`src/design/uks_pkg.sv`:
```
// uks_pkg: shared types and constants for the unique key set block
// operation codes, result record, default table capacity
// no dependencies
package uks_pkg;

	localparam int CAPACITY_DEF = 64;

	localparam int OP_W    = 2;
	localparam int KEY_W   = 32;
	localparam int POS_W   = 6;
	localparam int COUNT_W = 7;

	typedef enum logic [OP_W-1:0] {
		OP_INSERT   = 2'd0,
		OP_REMOVE   = 2'd1,
		OP_CONTAINS = 2'd2,
		OP_READ_AT  = 2'd3
	} op_t;

	typedef struct packed {
		logic [COUNT_W-1:0]      entry_count;
		logic signed [KEY_W-1:0] read_key;
		logic                    ok;
	} res_t;

endpackage

```
`src/design/unique_key_set_with_compaction_top.sv`:
```
// unique_key_set_with_compaction_top: insertion-ordered set of unique keys
// stream input and output channels around uks_core, with a result register
// depends on uks_pkg and uks_core
//
// - s_* channel carries one request per transaction: insert, remove,
//   contains or read-at, with the key and the read position
// - m_* channel returns exactly one result per request, in order: ok flag,
//   the key read (zero unless a read-at succeeded) and the entry count
// - the table is walked one entry per cycle through a single registered
//   memory read port and one key comparator; a search stops early on a
//   hit, a remove then shifts the entries above the match down, and an
//   insert into a full table or a read-at needs no walk
// - s_tready is high only while the sequencer is idle, from the cycle after
//   the result is loaded, so one request is handled at a time
// - a result waits in the output register while the receiver stalls; the
//   sequencer takes the next request meanwhile and holds its result until
//   the register is taken
// - reset empties the set; table contents need no clearing since only
//   entries below the count are ever read
module unique_key_set_with_compaction_top #(
	parameter int CAPACITY = uks_pkg::CAPACITY_DEF
) (
	input  logic        clk,
	input  logic        arst_n,
	// request channel
	input  logic        s_tvalid,
	output logic        s_tready,
	input  logic [39:0] s_tdata,  // operation[1:0], key[33:2], position[39:34]
	// result channel
	output logic        m_tvalid,
	input  logic        m_tready,
	output logic [39:0] m_tdata   // ok[0], read_key[32:1], entry_count[39:33]
);

	logic          core_idle;
	logic          core_done;
	logic          slot_free;
	uks_pkg::res_t core_res;
	uks_pkg::res_t out_q;
	logic          out_valid_q;

	// result register may be refilled in the cycle it is taken
	assign slot_free = !out_valid_q || m_tready;
	assign s_tready  = core_idle;

	uks_core #(
		.CAPACITY(CAPACITY)
	) u_core (
		.clk      (clk),
		.arst_n   (arst_n),
		.start    (s_tvalid && core_idle),
		.operation(uks_pkg::op_t'(s_tdata[1:0])),
		.key      (s_tdata[33:2]),
		.position (s_tdata[39:34]),
		.slot_free(slot_free),
		.idle     (core_idle),
		.done     (core_done),
		.res      (core_res)
	);

	// output register, control part
	always_ff @(posedge clk or negedge arst_n) begin
		if (!arst_n) begin
			out_valid_q <= 1'b0;
		end else if (core_done) begin
			out_valid_q <= 1'b1;
		end else if (m_tready) begin
			out_valid_q <= 1'b0;
		end
	end

	// output register, payload part
	always_ff @(posedge clk) begin
		if (core_done) begin
			out_q <= core_res;
		end
	end

	assign m_tvalid = out_valid_q;
	assign m_tdata  = {out_q.entry_count, out_q.read_key, out_q.ok};

endmodule

```
`src/design/uks_core.sv`:
```
// uks_core: key table memory, shared key comparator and operation sequencer
// walks the table one entry per cycle for search and shift-down delete
// depends on uks_pkg
module uks_core #(
	parameter int CAPACITY = uks_pkg::CAPACITY_DEF
) (
	input  logic                          clk,
	input  logic                          arst_n,
	input  logic                          start,
	input  uks_pkg::op_t                  operation,
	input  logic signed [uks_pkg::KEY_W-1:0] key,
	input  logic [uks_pkg::POS_W-1:0]     position,
	input  logic                          slot_free,
	output logic                          idle,
	output logic                          done,
	output uks_pkg::res_t                 res
);

	localparam int AW = (CAPACITY > 1) ? $clog2(CAPACITY) : 1;
	localparam int CW = $clog2(CAPACITY + 1);

	typedef enum logic [4:0] {
		S_IDLE   = 5'b00001,
		S_SEARCH = 5'b00010,
		S_SHIFT  = 5'b00100,
		S_FETCH  = 5'b01000,
		S_DONE   = 5'b10000
	} state_t;

	state_t state_q;
	uks_pkg::op_t op_q;
	logic signed [uks_pkg::KEY_W-1:0] key_q;
	logic ok_q;
	logic [CW-1:0] count_q;
	logic [CW-1:0] rd_ptr_q;
	logic [CW-1:0] rd_idx_s1;
	logic rd_valid_s1;
	logic [uks_pkg::KEY_W-1:0] rdata_s1;

	logic [uks_pkg::KEY_W-1:0] mem [CAPACITY];

	logic hit;
	logic more;
	logic pos_ok;
	logic rd_en;
	logic [AW-1:0] rd_addr;
	logic wr_en;
	logic [AW-1:0] wr_addr;
	logic [uks_pkg::KEY_W-1:0] wr_data;
	logic [CW-1:0] idx_dec;
	logic [31:0] count_ext;

	// shared comparator on the entry just read
	assign hit     = rd_valid_s1 && (rdata_s1 == key_q);
	assign more    = rd_ptr_q < count_q;
	assign pos_ok  = 32'(position) < 32'(count_q);
	assign idx_dec = rd_idx_s1 - CW'(1);
	assign rd_addr = rd_ptr_q[AW-1:0];

	always_comb begin
		rd_en   = 1'b0;
		wr_en   = 1'b0;
		wr_addr = count_q[AW-1:0];
		wr_data = key_q;
		unique case (state_q)
			S_SEARCH: begin
				rd_en = more && !hit;
				if (!rd_valid_s1 && !more && op_q == uks_pkg::OP_INSERT) begin
					wr_en = 1'b1;
				end
			end
			S_SHIFT: begin
				rd_en = more;
				if (rd_valid_s1) begin
					wr_en   = 1'b1;
					wr_addr = idx_dec[AW-1:0];
					wr_data = rdata_s1;
				end
			end
			S_FETCH: begin
				rd_en = 1'b1;
			end
			default: begin
				rd_en = 1'b0;
			end
		endcase
	end

	// key table, one write and one registered read per cycle
	always_ff @(posedge clk) begin
		if (wr_en) begin
			mem[wr_addr] <= wr_data;
		end
		if (rd_en) begin
			rdata_s1 <= mem[rd_addr];
		end
	end

	always_ff @(posedge clk or negedge arst_n) begin
		if (!arst_n) begin
			state_q     <= S_IDLE;
			op_q        <= uks_pkg::OP_INSERT;
			key_q       <= '0;
			ok_q        <= 1'b0;
			count_q     <= '0;
			rd_ptr_q    <= '0;
			rd_idx_s1   <= '0;
			rd_valid_s1 <= 1'b0;
		end else begin
			rd_valid_s1 <= rd_en;
			if (rd_en) begin
				rd_idx_s1 <= rd_ptr_q;
				rd_ptr_q  <= CW'(rd_ptr_q + 1'b1);
			end
			unique case (state_q)
				S_IDLE: begin
					if (start) begin
						op_q     <= operation;
						key_q    <= key;
						ok_q     <= 1'b0;
						rd_ptr_q <= '0;
						unique case (operation)
							uks_pkg::OP_INSERT: begin
								if (count_q >= CW'(CAPACITY)) begin
									state_q <= S_DONE;
								end else begin
									state_q <= S_SEARCH;
								end
							end
							uks_pkg::OP_REMOVE, uks_pkg::OP_CONTAINS: begin
								state_q <= S_SEARCH;
							end
							uks_pkg::OP_READ_AT: begin
								if (pos_ok) begin
									rd_ptr_q <= CW'(position);
									ok_q     <= 1'b1;
									state_q  <= S_FETCH;
								end else begin
									state_q <= S_DONE;
								end
							end
						endcase
					end
				end
				S_SEARCH: begin
					if (hit) begin
						unique case (op_q)
							uks_pkg::OP_REMOVE: begin
								// restart the walk just above the match
								rd_ptr_q <= CW'(rd_idx_s1 + 1'b1);
								state_q  <= S_SHIFT;
							end
							uks_pkg::OP_CONTAINS: begin
								ok_q    <= 1'b1;
								state_q <= S_DONE;
							end
							default: begin
								state_q <= S_DONE;
							end
						endcase
					end else if (!rd_valid_s1 && !more) begin
						if (op_q == uks_pkg::OP_INSERT) begin
							count_q <= CW'(count_q + 1'b1);
							ok_q    <= 1'b1;
						end
						state_q <= S_DONE;
					end
				end
				S_SHIFT: begin
					if (!rd_valid_s1 && !more) begin
						count_q <= CW'(count_q - 1'b1);
						ok_q    <= 1'b1;
						state_q <= S_DONE;
					end
				end
				S_FETCH: begin
					state_q <= S_DONE;
				end
				S_DONE: begin
					if (slot_free) begin
						state_q <= S_IDLE;
					end
				end
				default: begin
					state_q <= S_IDLE;
				end
			endcase
		end
	end

	assign count_ext       = 32'(count_q);
	assign idle            = (state_q == S_IDLE);
	assign done            = (state_q == S_DONE) && slot_free;
	assign res.ok          = ok_q;
	assign res.read_key    = (op_q == uks_pkg::OP_READ_AT && ok_q) ? rdata_s1 : '0;
	assign res.entry_count = count_ext[uks_pkg::COUNT_W-1:0];

endmodule
```
`config.mk`:
```
export PLATFORM = sky130hd
export DESIGN_NAME = unique_key_set_with_compaction_top
export DESIGN_NICKNAME = d
export VERILOG_FILES = /design/src/design/uks_pkg.sv /design/src/design/unique_key_set_with_compaction_top.sv /design/src/design/uks_core.sv
export SDC_FILE = /design/constraint.sdc
export NUM_CORES = 2
export LEC_CHECK = 0
export CORE_MARGIN = 4
export CORE_UTILIZATION = 35
export CTS_CLUSTER_DIAMETER = 120
export DETAILED_ROUTE_END_ITERATION = 10
export DONT_BUFFER_PORTS = 1
export HOLD_SLACK_MARGIN = 0.12
export PLACE_DENSITY = 0.56
export SLEW_MARGIN = 25
export SYNTH_ARGS = -nofsm -noshare
export SYNTH_HDL_FRONTEND = slang
export SYNTH_HIERARCHICAL = 1
export SYNTH_SLANG_ARGS = --single-unit
```
`constraint.sdc`:
```
create_clock -name clk -period 11.1 [get_ports clk]
set_input_delay 0 -clock clk [delete_from_list [all_inputs] [get_ports clk]]
set_output_delay 0 -clock clk [all_outputs]
set_load 0.05 [all_outputs]
```
==> results.json <==
{
  "outcome": "finished, final reports clean",
  "cp-start-kind": "register",
  "insertion_delay_ns": 0.87,
  "dr.first_iter.drc_count": 4763,
  "fin_crit_sh_pct": 48.2,
  "post-place-ws_ns": 5.64,
  "fin_setup_tns_ns": 0,
  "whs_ns": 0.286,
  "drive_above_1_share_pct": 31.3,
  "grt_overflow": 0,
  "worst_pin_slew_ns": 1.14,
  "powerDensity_mw_per_mm2": 228,
  "ys.warnings.count": 6,
  "grt_pass1_wl_um": 318000,
  "multi_input_comb_area_mm2": 0.0189,
  "grt_max_degree": 143,
  "hold_path.class": "in -> reg",
  "seq_area_mm2": 0.0653,
  "drtAntennaViolNets": 0,
  "worst_slack_ns": 5.75,
  "ir_drop_mv": 0.207,
  "synthCells": 3511,
  "cp_common_cell": "mux4_2",
  "final_common_cell": "edfxtp_1",
  "vias": 39400,
  "htreeDepth": 4,
  "cts_buffers": 216,
  "portBuffers": 0,
  "vias_per_cell": 5.52,
  "maxSlewHeadroom_pct": 23.6,
  "reg2reg_depth": 6,
  "die_area_mm2": 0.249,
  "finClkSkew_ns": 0.0324,
  "cts.reportedPaths.clkPinSlew_ns": 0.07,
  "period_needed_ns": 5.35,
  "final_util_pct": 40.5,
  "nFillCells": 20700,
  "clock.fmax_ghz": 0.187,
  "rsz0062_at_grt": "no",
  "io_pins": 86,
  "dr.pass1.iters": 6,
  "die_height_um": 499,
  "final_area_mm2": 0.0973,
  "routed_wl_um": 225000,
  "slowest_delay_ns": 0.92,
  "synth_edf_count": 2120,
  "grtUsageTotal_pct": 17.9,
  "wl_per_cell_um": 31.5,
  "place_area_mm2": 0.0895,
  "hpwlAfterDp_um": 126000,
  "finalNonFillerCells": 7142,
  "leakage_nw": 29.2,
  "min_delay_path_depth": 4,
  "cp_max_fo": 142,
  "syn_area_mm2": 0.0844,
  "place.gp.congestion": 0.807,
  "ys.flop_type": "edfxtp_1",
  "fp-row-count": 180,
  "crit_arrival_ns": 5.92,
  "async_reset_ff_share_pct": 2.89,
  "nets": 3839,
  "root_buffer": "clkbuf_16",
  "cts_tree": "done",
  "slowest_stage": "dfrtp_4",
  "coreArea_mm2": 0.240,
  "syn_nets": 3577,
  "crit_type": "reg -> reg",
  "fp.dieW_um": 499,
  "drv_slew": 0,
  "clock-sinks": 2183,
  "drv_cap": 0,
  "critPathRequiredTime_ns": 11.68,
  "synth_cell_types": 51,
  "clockBufferDepth": 3,
  "cp-end-kind": "register",
  "setup_viol": 0,
  "hold_viol": 0,
  "worstPathCellList": "buf_4 -> buf_12 -> buf_4 -> mux4_2 -> mux4_2 -> mux4_2",
  "drc": 0,
  "place_inst": 6643,
  "antenna_found_initial": 11,
  "ys_seq_area_share_pct": 77.3,
  "syn_area_per_cell_um2": 24.0,
  "ys_ff_latch": 2183,
  "area_growth_pct": 15.2,
  "p_total_mw": 22.2,
  "grt_pass1_vias": 39600,
  "final_cell_mix": "edfxtp_1 (2120), mux4_2 (672), clkbuf_16 (218)",
  "initial_core_util_pct": 35.1
}
## what timing repair did
item,CTS,global route
hold endpoints to repair,150,0
setup buffers,0,0
gates resized for setup,0,0
hold buffers,97,0
## cell families (layout without fill, tap and decap cells)
group | Yosys count | count (layout) | share of synthesized area, %
adders and majority gates | 22 | 22 | 0.335
and+or+nand+nor | 250 | 250 | 1.45
buffers and inverters | 192 | 635 | 1.00
DFF | 2183 | 2183 | 77.3
AOI/OAI and AO/OA | 71 | 71 | 0.516
xor gates and xnor gates | 49 | 49 | 0.509
other | 0 | 3 | 0
muxes | 744 | 744 | 18.9
## layout make-up
cell class | instances | area share (%)
clock buffers | 278 | 5.85
inverters | 18 | 0.0695
diodes | 3 | 0.00772
clock inverters | 121 | 1.08
flip-flops and latches | 2183 | 67.1
well taps | 3185 | 4.10
multi-input cells | 1136 | 19.4
repair buffers | 218 | 2.41
## final timing paths
kind                       slack [ns]            endpoint          startpoint
max                              5.75  u_core/rdata_s1[3]  u_core/rd_ptr_q[1]
min                              0.29         m_tdata[21]            m_tready
max reg2reg                      5.75  u_core/rdata_s1[3]  u_core/rd_ptr_q[1]
min reg2reg                      0.52          m_tdata[0]         u_core/ok_q
max in group asynchronous       10.42    u_core/key_q[25]              arst_n
min in group asynchronous        0.35         u_core/ok_q              arst_n
## worst max-delay path, delay by kind of cell (launching register included)
| family | cells | cell delay, ns |
|---|---|---|
| DFF | 1 | 0.92 |
| buffers and inverters | 3 | 2.45 |
| muxes | 3 | 1.55 |
## per-layer routing
metal | share of wire [%] | GRT usage, % | up-vias
met2 | 46 | 27.2 | 1740
met5 | 0 | 0 | -
li1 | - | - | 15600
met1 | 43 | 26.5 | 21800
met4 | 2.6 | 4.90 | 0
met3 | 8.3 | 3.59 | 306
## cells in the mapped netlist, drive strengths merged, types with 3 or more instances
library cell | instances | area (µm²)
a21o | 6 | 45.0
a21oi | 18 | 90.1
a22oi | 5 | 37.5
and2 | 34 | 213
and3 | 5 | 31.3
buf | 77 | 413
clkbuf | 97 | 365
dfrtp | 62 | 1550
edfxtp | 2120 | 63700
ha | 21 | 263
inv | 18 | 67.6
mux2 | 69 | 777
mux2i | 3 | 30.0
mux4 | 672 | 15100
nand2 | 44 | 165
nand2b | 15 | 104
nand3 | 16 | 80.1
nand4 | 14 | 87.6
nor2 | 88 | 330
nor2b | 5 | 31.3
nor3 | 13 | 65.1
nor3b | 4 | 35.0
nor4 | 5 | 31.3
o21ai | 26 | 130
or2 | 3 | 18.8
xnor2 | 40 | 350
xor2 | 9 | 78.8
## sequential cells by signal, summed over array words and instances (netlist names), 5 cells and up
name / cells
m_tdata: 40
u_core/count_q: 7
u_core/key_q: 32
u_core/mem: 2048
u_core/rd_idx_s1: 7
u_core/rd_ptr_q: 7
u_core/rdata_s1: 32
u_core/state_q: 5
## report_power, final
part | switching, mW | total, mW | internal [mW]
Combinational | 2.84 | 4.53 | 1.69
Sequential | 0.290 | 10.7 | 10.4
Clock | 3.09 | 7.03 | 3.94
(Power assumes the default switching activity.)
